`config.mk`:
```
export PLATFORM = sky130hd
export DESIGN_NAME = number_string_parser
export DESIGN_NICKNAME = d
export VERILOG_FILES = /design/src/nsp_pkg.sv /design/src/nsp_step.sv /design/src/number_string_parser.sv
export SDC_FILE = /design/constraint.sdc
export NUM_CORES = 1
export LEC_CHECK = 0
export ABC_AREA = 1
export BUFFER_PORTS_ARGS = -buffer_cell sky130_fd_sc_hd__buf_2
export CAP_MARGIN = 20
export CORE_MARGIN = 3
export CORE_UTILIZATION = 34
export DETAILED_ROUTE_END_ITERATION = 12
export GPL_TIMING_DRIVEN = 0
export SKIP_LAST_GASP = 1
export SLEW_MARGIN = 20
export SYNTH_ARGS = -nofsm -noshare
export SYNTH_HDL_FRONTEND = slang
export SYNTH_SLANG_ARGS = --single-unit
export TNS_END_PERCENT = 1
```
`constraint.sdc`:
```
create_clock -name clk -period 7.57 [get_ports clk]
set_clock_uncertainty 0.05 [all_clocks]
set_input_delay 0.3785 -clock clk [delete_from_list [all_inputs] [get_ports clk]]
set_output_delay 0.3785 -clock clk [all_outputs]
set_load 0.01 [all_outputs]
```
`src/nsp_pkg.sv`:
```
package nsp_pkg;

  localparam int DEFAULT_VALUE_BITS = 32;
  localparam int DEFAULT_COUNT_BITS = 16;

  localparam int CH_BITS = 8;
  localparam int BASE_BITS = 6;
  localparam int OUT_VALUE_BITS = 32;
  localparam int OUT_COUNT_BITS = 16;

  localparam int CFG_INDEX_BITS = 1;
  localparam int CFG_DATA_BITS = 6;

  localparam logic [CFG_INDEX_BITS-1:0] CFG_RADIX = 1'd0;
  localparam logic [CFG_INDEX_BITS-1:0] CFG_SIGNED_MODE = 1'd1;

  localparam logic [BASE_BITS-1:0] RADIX_RESET = 6'd10;
  localparam logic [BASE_BITS-1:0] RADIX_MAX = 6'd36;
  localparam logic [BASE_BITS-1:0] BASE_OCT = 6'd8;
  localparam logic [BASE_BITS-1:0] BASE_DEC = 6'd10;
  localparam logic [BASE_BITS-1:0] BASE_HEX = 6'd16;

  typedef enum logic [2:0] {
    PH_SPACE  = 3'd0,
    PH_PREFIX = 3'd1,
    PH_ZERO   = 3'd2,
    PH_DIGITS = 3'd3,
    PH_STOP   = 3'd4
  } phase_t;

  typedef struct packed {
    phase_t phase;
    logic   negative;
    logic   wrapped;
  } ctrl_t;

  typedef struct packed {
    logic [CH_BITS-1:0] ch;
    logic               last_char;
  } in_item_t;

  typedef struct packed {
    logic [OUT_VALUE_BITS-1:0] value;
    logic [OUT_COUNT_BITS-1:0] consumed;
    logic                      overflow;
  } out_item_t;

endpackage

```
`src/nsp_step.sv`:
```
module nsp_step import nsp_pkg::*; #(
  parameter int VALUE_BITS = DEFAULT_VALUE_BITS,
  parameter int COUNT_BITS = DEFAULT_COUNT_BITS
) (
  input  logic [CH_BITS-1:0]    ch,
  input  logic [BASE_BITS-1:0]  radix,
  input  logic                  signed_mode,
  input  ctrl_t                 ctrl,
  input  logic [BASE_BITS-1:0]  base,
  input  logic [VALUE_BITS-1:0] acc,
  input  logic [COUNT_BITS-1:0] cnt,
  output ctrl_t                 ctrl_next,
  output logic [BASE_BITS-1:0]  base_next,
  output logic [VALUE_BITS-1:0] acc_next,
  output logic [COUNT_BITS-1:0] cnt_next
);

  localparam int FULL_BITS = VALUE_BITS + BASE_BITS + 1;

  localparam logic [CH_BITS-1:0] CH_SPACE = 8'h20;
  localparam logic [CH_BITS-1:0] CH_TAB = 8'h09;
  localparam logic [CH_BITS-1:0] CH_CR = 8'h0D;
  localparam logic [CH_BITS-1:0] CH_PLUS = 8'h2B;
  localparam logic [CH_BITS-1:0] CH_MINUS = 8'h2D;
  localparam logic [CH_BITS-1:0] CH_0 = 8'h30;
  localparam logic [CH_BITS-1:0] CH_9 = 8'h39;
  localparam logic [CH_BITS-1:0] CH_UA = 8'h41;
  localparam logic [CH_BITS-1:0] CH_UX = 8'h58;
  localparam logic [CH_BITS-1:0] CH_UZ = 8'h5A;
  localparam logic [CH_BITS-1:0] CH_LA = 8'h61;
  localparam logic [CH_BITS-1:0] CH_LX = 8'h78;
  localparam logic [CH_BITS-1:0] CH_LZ = 8'h7A;
  localparam logic [CH_BITS-1:0] CH_NUL = 8'h00;
  localparam logic [CH_BITS-1:0] LETTER_OFS = 8'd10;

  logic [BASE_BITS-1:0] sat_radix;
  logic                 is_space;
  logic                 is_sign;
  logic                 is_x;
  logic                 is_dig;
  logic [BASE_BITS-1:0] dig;
  logic                 pf_zero;
  logic [BASE_BITS-1:0] pf_base;
  logic                 do_digit;
  logic [BASE_BITS-1:0] step_base;
  logic                 take;
  logic                 dig_ok;
  logic [FULL_BITS-1:0] full;

  always_comb begin
    sat_radix = (radix > RADIX_MAX) ? RADIX_MAX : radix;
    is_space = (ch == CH_SPACE) || (ch >= CH_TAB && ch <= CH_CR);
    is_sign = (ch == CH_PLUS) || (ch == CH_MINUS);
    is_x = (ch == CH_LX) || (ch == CH_UX);

    if (ch >= CH_0 && ch <= CH_9) begin
      is_dig = 1'b1;
      dig = BASE_BITS'(ch - CH_0);
    end else if (ch >= CH_UA && ch <= CH_UZ) begin
      is_dig = 1'b1;
      dig = BASE_BITS'(ch - CH_UA + LETTER_OFS);
    end else if (ch >= CH_LA && ch <= CH_LZ) begin
      is_dig = 1'b1;
      dig = BASE_BITS'(ch - CH_LA + LETTER_OFS);
    end else begin
      is_dig = 1'b0;
      dig = '0;
    end

    // A leading zero may still turn into a hex prefix, so it is held apart.
    pf_zero = ((sat_radix == '0) || (sat_radix == BASE_HEX)) && (ch == CH_0);
    pf_base = (sat_radix == '0) ? BASE_DEC : sat_radix;

    ctrl_next = ctrl;
    base_next = base;
    do_digit = 1'b0;
    step_base = base;
    take = 1'b0;

    case (ctrl.phase)
      PH_SPACE, PH_PREFIX: begin
        if (ctrl.phase == PH_SPACE && is_space) begin
          take = 1'b1;
        end else if (ctrl.phase == PH_SPACE && signed_mode && is_sign) begin
          ctrl_next.negative = (ch == CH_MINUS);
          ctrl_next.phase = PH_PREFIX;
          take = 1'b1;
        end else if (pf_zero) begin
          base_next = sat_radix;
          ctrl_next.phase = PH_ZERO;
          take = 1'b1;
        end else begin
          base_next = pf_base;
          step_base = pf_base;
          ctrl_next.phase = PH_DIGITS;
          do_digit = 1'b1;
        end
      end
      PH_ZERO: begin
        ctrl_next.phase = PH_DIGITS;
        if (is_x) begin
          base_next = BASE_HEX;
          take = 1'b1;
        end else begin
          base_next = (base == '0) ? BASE_OCT : base;
          step_base = (base == '0) ? BASE_OCT : base;
          do_digit = 1'b1;
        end
      end
      PH_DIGITS: begin
        if (ch == CH_NUL) begin
          ctrl_next.phase = PH_STOP;
        end else begin
          do_digit = 1'b1;
        end
      end
      default: begin
      end
    endcase

    dig_ok = is_dig && (step_base != '0) && (dig < step_base);
    full = FULL_BITS'(acc) * FULL_BITS'(step_base) + FULL_BITS'(dig);
    acc_next = acc;

    if (do_digit) begin
      if (dig_ok) begin
        acc_next = full[VALUE_BITS-1:0];
        ctrl_next.wrapped = ctrl.wrapped || (|full[FULL_BITS-1:VALUE_BITS]);
        take = 1'b1;
      end else begin
        ctrl_next.phase = PH_STOP;
      end
    end

    cnt_next = (take && cnt != '1) ? cnt + 1'b1 : cnt;
  end

endmodule

```
`src/number_string_parser.sv`:
```
// Parses one integer from a stream of characters, one character per item, in the
// manner of strtol: leading whitespace, an optional sign in signed mode, a 0x
// prefix when radix is 0 or 16 or automatic octal/decimal choice when radix is 0,
// then digits below the base. One result item leaves on the item marked last_char,
// with the value, the number of characters consumed and an overflow flag. The block
// takes one item every cycle while its input is not stalled; the last character of a
// string is worked on from the input register and its result is registered, and the
// per-character work is one multiply by the base and an add. The input stalls only
// while a last character waits behind a result that has not been taken. The radix
// is latched at the first character of a string after whitespace and any sign.
module number_string_parser import nsp_pkg::*; #(
  parameter int VALUE_BITS = DEFAULT_VALUE_BITS,
  parameter int COUNT_BITS = DEFAULT_COUNT_BITS
) (
  input  logic                      clk,
  input  logic                      rst,
  input  logic                      in_valid,
  output logic                      in_stall,
  input  in_item_t                  in_item,
  output logic                      out_valid,
  input  logic                      out_stall,
  output out_item_t                 out_item,
  input  logic                      cfg_valid,
  output logic                      cfg_ready,
  input  logic [CFG_INDEX_BITS-1:0] cfg_index,
  input  logic [CFG_DATA_BITS-1:0]  cfg_data
);

  localparam int WIDE_VALUE = 64;
  localparam int WIDE_COUNT = 32;

  logic [BASE_BITS-1:0]  radix;
  logic                  signed_mode;

  logic                  s1_valid;
  in_item_t              s1_item;

  ctrl_t                 ctrl;
  logic [BASE_BITS-1:0]  base;
  logic [VALUE_BITS-1:0] acc;
  logic [COUNT_BITS-1:0] cnt;

  ctrl_t                 ctrl_next;
  logic [BASE_BITS-1:0]  base_next;
  logic [VALUE_BITS-1:0] acc_next;
  logic [COUNT_BITS-1:0] cnt_next;

  logic                  out_free;
  logic                  s1_fire;
  logic                  s1_end;
  logic [VALUE_BITS-1:0] signed_val;
  logic [WIDE_VALUE-1:0] wide_val;
  logic [WIDE_COUNT-1:0] wide_cnt;

  assign cfg_ready = 1'b1;

  always_ff @(posedge clk) begin
    if (rst) begin
      radix <= RADIX_RESET;
      signed_mode <= 1'b1;
    end else if (cfg_valid && cfg_ready) begin
      case (cfg_index)
        CFG_RADIX: radix <= cfg_data;
        CFG_SIGNED_MODE: signed_mode <= cfg_data[0];
        default: begin
        end
      endcase
    end
  end

  nsp_step #(
    .VALUE_BITS(VALUE_BITS),
    .COUNT_BITS(COUNT_BITS)
  ) u_step (
    .ch         (s1_item.ch),
    .radix      (radix),
    .signed_mode(signed_mode),
    .ctrl       (ctrl),
    .base       (base),
    .acc        (acc),
    .cnt        (cnt),
    .ctrl_next  (ctrl_next),
    .base_next  (base_next),
    .acc_next   (acc_next),
    .cnt_next   (cnt_next)
  );

  // Only an item that produces a result has to wait for the output register.
  assign out_free = !out_valid || !out_stall;
  assign s1_fire = s1_valid && (!s1_item.last_char || out_free);
  assign s1_end = s1_fire && s1_item.last_char;
  assign in_stall = s1_valid && !s1_fire;

  assign signed_val = ctrl_next.negative ? (VALUE_BITS'(0) - acc_next) : acc_next;
  assign wide_val = WIDE_VALUE'(signed_val);
  assign wide_cnt = WIDE_COUNT'(cnt_next);

  always_ff @(posedge clk) begin
    if (rst) begin
      s1_valid <= 1'b0;
    end else if (!in_stall) begin
      s1_valid <= in_valid;
    end
    if (in_valid && !in_stall) begin
      s1_item <= in_item;
    end
  end

  always_ff @(posedge clk) begin
    if (rst) begin
      ctrl <= '{phase: PH_SPACE, negative: 1'b0, wrapped: 1'b0};
      base <= '0;
      acc <= '0;
      cnt <= '0;
    end else if (s1_end) begin
      ctrl <= '{phase: PH_SPACE, negative: 1'b0, wrapped: 1'b0};
      base <= '0;
      acc <= '0;
      cnt <= '0;
    end else if (s1_fire) begin
      ctrl <= ctrl_next;
      base <= base_next;
      acc <= acc_next;
      cnt <= cnt_next;
    end
  end

  always_ff @(posedge clk) begin
    if (rst) begin
      out_valid <= 1'b0;
    end else if (s1_end) begin
      out_valid <= 1'b1;
    end else if (!out_stall) begin
      out_valid <= 1'b0;
    end
    if (s1_end) begin
      out_item.value <= wide_val[OUT_VALUE_BITS-1:0];
      out_item.consumed <= wide_cnt[OUT_COUNT_BITS-1:0];
      out_item.overflow <= ctrl_next.wrapped;
    end
  end

  a_end_rearms: assert property (@(posedge clk) disable iff (rst)
    s1_end |=> (ctrl.phase == PH_SPACE) && (acc == '0) && (cnt == '0) && !ctrl.wrapped)
    else $error("parser state not cleared after the last character");

  a_end_gives_result: assert property (@(posedge clk) disable iff (rst)
    s1_end |=> out_valid)
    else $error("last character did not produce a result");

  a_stall_needs_item: assert property (@(posedge clk) disable iff (rst)
    in_stall |-> s1_valid && s1_item.last_char && out_valid && out_stall)
    else $error("input stalled without a blocked result");

  a_stop_holds: assert property (@(posedge clk) disable iff (rst)
    s1_fire && !s1_item.last_char && (ctrl.phase == PH_STOP) |=> ctrl.phase == PH_STOP)
    else $error("parsing resumed after it stopped");

  a_wrap_sticky: assert property (@(posedge clk) disable iff (rst)
    ctrl.wrapped && !s1_end |=> ctrl.wrapped)
    else $error("overflow flag dropped within a string");

endmodule

```
# --- Yosys cells after proc, flatten, opt, wreduce, memory -nomap -nowiden ---
# Cells that the tools add are included.
totals:
  regBits: 126
  input_bits: 21
  out_inout_bits: 52
op_classes:
  addsub: 8
  n_mul: 1
  order_cmp: 10
  n_eq_ne: 14
  mux: 49
  n_bitwise: 1
  reduce_logical: 39
op_table:
  columns: ["operator", "count"]
  rows:
  - ["two-way mux 32 bit", 3]
  - ["two-way mux 6 bit", 14]
  - ["adder 38 x 6 -> 39 bit", 1]
  - ["multiplier 32 x 6 -> 38 bit", 1]
  - ["equality test 8 x 6 -> 1 bit (second input constant)", 4]
  - ["subtractor 1 x 32 -> 32 bit (first input constant)", 1]
  - ["case mux 6 bit (2 select lines)", 2]
  - ["two-way mux 1 bit", 21]
  - ["adder 16 x 1 -> 16 bit (second input constant)", 1]
  - ["equality test 8 x 7 -> 1 bit (second input constant)", 2]
  - [">= comparator 8 x 7 -> 1 bit (second input constant)", 2]
  - ["<= comparator 8 x 7 -> 1 bit (second input constant)", 2]
  - ["two-way mux 16 bit", 1]
  - ["inequality test 16 bit (second input constant)", 1]
  - ["logical AND 1 bit", 15]
  - ["adder 6 x 4 -> 6 bit (second input constant)", 2]
  - ["zero test 6 bit", 2]
  - ["two-way mux 3 bit", 4]
  - ["subtractor 6 bit (second input constant)", 2]
  - ["case mux 3 bit (3 select lines)", 1]
  - [">= comparator 8 x 4 -> 1 bit (second input constant)", 1]
  - [">= comparator 8 x 6 -> 1 bit (second input constant)", 1]
  - ["<= comparator 8 x 4 -> 1 bit (second input constant)", 1]
  - ["<= comparator 8 x 6 -> 1 bit (second input constant)", 1]
  - ["other kinds (22)", 36]

# --- Depth between registers and ports, before layout ---
logic_depth:
  ltp_word: 16
  mapped_depth: 45
  mapped_depth_nobuf: 45

# --- Hierarchy ---
# A second synthesis with hierarchy kept.
unflattened:
  hier_cells: 1915
  hier_area_um2: 13979.7
modules_own_cells:
  columns: ["module", "instances", "cells_per_inst", "area_each_um2", "seq_area_each_um2"]
  rows:
  - ["nsp_step", 1, 1326, 8829.7, 0.0]
  - ["number_string_parser", 1, 589, 5149.9, 3103.0]

# --- Worst setup path before layout ---
# OpenSTA, ideal clock, no wires.
synth_path:
  path_kind: "reg-to-reg"
  start: "reg s1_item[1] (netlist bit)"
  end: "reg out_item[48] (netlist bit), data pin"
  arrival_time_ns: 6.388
  required_ns: 7.268
  slack_ns: 0.880
  path_stages_with_launch: 41
  synth_period_minus_slack_ns: 6.690
  path_cell_list: "edfxtp_1 > inv_1 > ha_1 > nand2_2 > nand2_1 > nand3_2 > nand3_4 > nand2_4 > nor2_8 > nand3_1 > nand2_1 > clkbuf_1 > nand2_1 > fa_1 > fa_1 > inv_1 > fa_1 > inv_1 > [5 not listed] > inv_1 > nand2_1 > a21oi_1 > o21ai_0 > nand3_1 > nand2_1 > xor2_1 > inv_1 > o21ai_2 > nand2_1 > nor2_1 > nand2_1 > nor2_1 > nand2_1 > nand2_1 > nand2_1 > nand2_1 > nand2_1"
synth_between:
  elab_chain_cells: 13
  elab_cells_between_ends: 60
synth_lines:
  columns: ["item", "line_no", "rtl"]
  rows:
  - ["start: declaration", "number_string_parser.sv:36", "in_item_t s1_item;"]
  - ["start signal: assignment", "number_string_parser.sv:105", "s1_item <= in_item;"]
  - ["parallel branches: the longest is 12 deep, another holds adder 38 x 6 -> 39 bit", null, null]
  - ["two-way mux 32 bit (*)", "number_string_parser.sv:94", "assign signed_val = ctrl_next.negative ? (VALUE_BITS'(0) - acc_next) : acc_next;"]
  - ["via signed_val[31]", "number_string_parser.sv:51", "logic [VALUE_BITS-1:0] signed_val;"]
  - ["end: declaration", "number_string_parser.sv:22", "output out_item_t out_item,"]
# Mark *: on every way through the listed nets, which the timed path passes.
# A chain may end at the register's enable or synchronous reset.

# --- Worst setup path after layout ---
layout_path:
  start: "reg s1_item[2] (netlist bit)"
  end: "reg out_item[48] (netlist bit), data pin"
# Same word-level chain as after synthesis.

==> summary.md <==
| Metric | Value |
|---|---|
| Main synth FF type | dfxtp_1 |
| Synth Register Bits | 126 |
| Synth warn | 0 |
| Largest net degree at the start of global routing | 40 |
| Worst hold path type | input port to register |
| Layout cells sized above 1 | 12.7% |
| Non-filler cells, final | 2,534 |
| CTS sink count | 126 |
| Syn nets | 2,143 |
| Initial antenna violation count | 1 |
| CP Capture Type | register |
| Multi-input gate area | 9640 um2 |
| Final Routed Wirelength | 39,100 um |
| MaxCap Viol Count | 0 |
| Power share of the clock group | 30.4% |
| Crit path arrival time | 7320 ps |
| Hold_buf cts | 0 |
| DR WL/cell | 15.4 um |
| Vias/cell | 5.02 |
| Clock buffer depth | 2 |
| Worst r2r src | s1_item[2] |
| Worst setup SP type | register |
| Post-layout minimum cycle time | 7180 ps |
| EDFF count, synth | 58 |
| Most frequent cell on the critical path | nand2_1 |
| GP Congestion | 0.939 |
| Worst setup startpoint | s1_item[2] |
| Root buffer cell | clkbuf_16 |
| Mapped Area | 14,000 um2 |
| Fmax | 0.139 GHz |
| RSZ-0062 raised after global routing | true |
| Period utilisation layout | 94.9% |
| WS Path Type | register to register |
| CTS H-Tree Depth | 4 |
| VDD IR max | 172 uV |
| Critical Path Max Stage Delay | 540 ps |
| Highest net fanout along the worst path | 10 |
| Rows | 73 |
| I/O pins | 73 |
| Part of the power in registers | 30.3% |
| Antenna fix cells | 0 |
| DP Cell Count | 2,493 |
| Sum Neg Setup Slack | 0 ps |
| Min-delay src | in_item[7] |
| Register area share after synthesis | 22.2% |
| Full die area | 43,700 um2 |
| Commonest non-fill, non-tap cells in the layout | 408 x nand2_1, 287 x inv_1, 267 x nor2_1 |
| Clock transition at the registers of the reported paths | 70 ps |
| DR DRC count | 0 |
| Syn Area/Cell | 7.39 um2 |
| Distinct cells, synth | 56 |
| Gr ovfl total | 0 |
| Status | finished clean |
| FF/Latch Area | 3100 um2 |
| Mapped Cells | 1,896 |
| Async S/R FF share, synth | 0% |
| Initial DRC Count | 870 |
| Via Count | 12,700 |
| Clk_lat worst skew | 450 ps |
| Synth-to-layout area growth | 13.2% |
| Worst relative slew slack | 38.8% |
| Global-route wire length before repair | 64,700 um |
| Proportion of power drawn by combinational gates | 39.3% |
| Slew Viols, Final | 0 |
| Commonest non-fill, non-tap cell in the layout | nand2_1 |
| Cell internal pwr | 1540 uW |
| Static Leak | 0.00821 uW |
| Final Hold Fails | 0 |
| Total GRT Usage | 18.2% |
| DP HPWL | 32,300 um |
| Core area | 40,200 um2 |
| Post-DRT Antenna Nets | 0 |
| Port-buffer cells | 71 |
| PD cells | 165 nW/um2 |
| Die width | 209 um |
| Tightest Pin Transition | 895 ps |
| Sw Pwr | 1070 uW |
| Clock tree from TritonCTS | yes |
| Final #Nets | 2,243 |
| CTS buffer count | 17 |
| Worst hold slack | 52.0 ps |
| Number of fillers in the final layout | 4,164 |
| Vias in the first global route | 12,500 |
| Worst Path Required | 7710 ps |
| Setup Viol. Count Final | 0 |
| Sw Share | 40.9% |
| Chip height | 209 um |
| Initial Util | 34.8% |
| Initial DRT Pass Iterations | 6 |
| Worst path slowest cell | fa_1 |
-- final timing paths --
kind | to | slack (ps) | cells past startpoint
max | out_item[48] | 390 | 37
max reg2reg | out_item[48] | 390 | 37
min | s1_item[7] | 50 | 1
min reg2reg | ctrl[0] | 430 | 2
-- power by group through the flow --
stage	clock [uW]	combinational [uW]	sequential, uW
after floorplan	0	708	803
after global placement	0	980	805
after detailed placement	0	990	805
after CTS	806	1000	791
after global routing	833	1150	795
final	793	1020	791
-- cell families (layout without fill, tap and decap cells) --
| family | Yosys count | count (layout) | share of synthesized area (%) |
|---|---|---|---|
| xor gates and xnor gates | 62 | 62 | 3.88 |
| AOI/OAI and AO/OA | 250 | 250 | 9.84 |
| and+or+nand+nor | 877 | 877 | 27.3 |
| adders and majority gates | 226 | 226 | 26.8 |
| buffers and inverters | 354 | 467 | 9.93 |
| other | 1 | 1 | 0.0268 |
| DFF | 126 | 126 | 22.2 |
-- sequential cells by signal, indices dropped and copies added (netlist names) --
name,cells
acc,32
out_item,49
ctrl,5
s1_item,9
cnt,16
base,6
out_valid,1
signed_mode,1
radix,6
s1_valid,1
-- what timing repair did --
action | 4_1_cts | 5_1_grt
resized for setup | 23 | 53
setup endpoints to repair | 21 | 22
buffers inserted | 0 | 10
pin swaps | 1 | 4
-- worst max-delay path: cells and delay by family, from the launching register on --
family | cells | cell delay, ps
AOI/OAI and AO/OA | 3 | 670
xor gates and xnor gates | 1 | 80
adders and majority gates | 5 | 2150
buffers and inverters | 5 | 730
DFF | 1 | 430
and+or+nand+nor | 23 | 2780
-- cell usage after synthesis (4+ instances only) --
cell        n  area (um2)
nand2_1   410        1540
inv_1     290        1090
nor2_1    269        1010
fa_1      124        2480
a21oi_1   110         551
ha_1      102        1280
o21ai_0    93         465
dfxtp_1    68        1360
nand3_1    60         300
edfxtp_1   58        1740
xor2_1     52         455
nand4_1    42         263
nand2_2    35         219
clkbuf_1   31         116
nor3_1     17        85.1
nor2_2     14        87.6
inv_2      13        48.8
xnor2_1    10        87.6
o211ai_1    9        67.6
o21ai_1     9        45.0
buf_1       4        15.0
buf_2       4        20.0
buf_4       4        30.0
buf_6       4        45.0
nor4_1      4        25.0
o21ai_2     4        35.0
or2_2       4        25.0
-- metal layers --
layer  track usage (%)  vias to the layer above  share of wire (%)
li1                  -                     6228                  -
met1              24.9                     6099                 45
met2              30.0                      343                 46
met3              3.26                       42                6.6
met4              4.64                        2                1.7
met5                 0                        -              0.033
-- through the flow --
stage                     util (%)  power (uW)  instance area [um2]  setup WS [ps]
after detailed placement      37.4        1790                15000           -621
final                         39.4        2610                15900            388
after floorplan                  -        1510                14000            880
after global placement        37.4        1780                15000           -569
after global routing          39.4        2780                15900           -116
after CTS                     38.9        2600                15700           13.4
-- cell type report --
| class | instances | share of cell area, % |
|---|---|---|
| flip-flops and latches | 126 | 19.6 |
| multi-input cells | 1416 | 60.8 |
| inverters | 306 | 7.31 |
| plain buffers | 47 | 1.75 |
| well taps | 525 | 4.14 |
| clock buffers | 18 | 2.71 |
| repair buffers | 82 | 2.84 |
| clock inverters | 14 | 0.837 |
(Power assumes the default switching activity.)
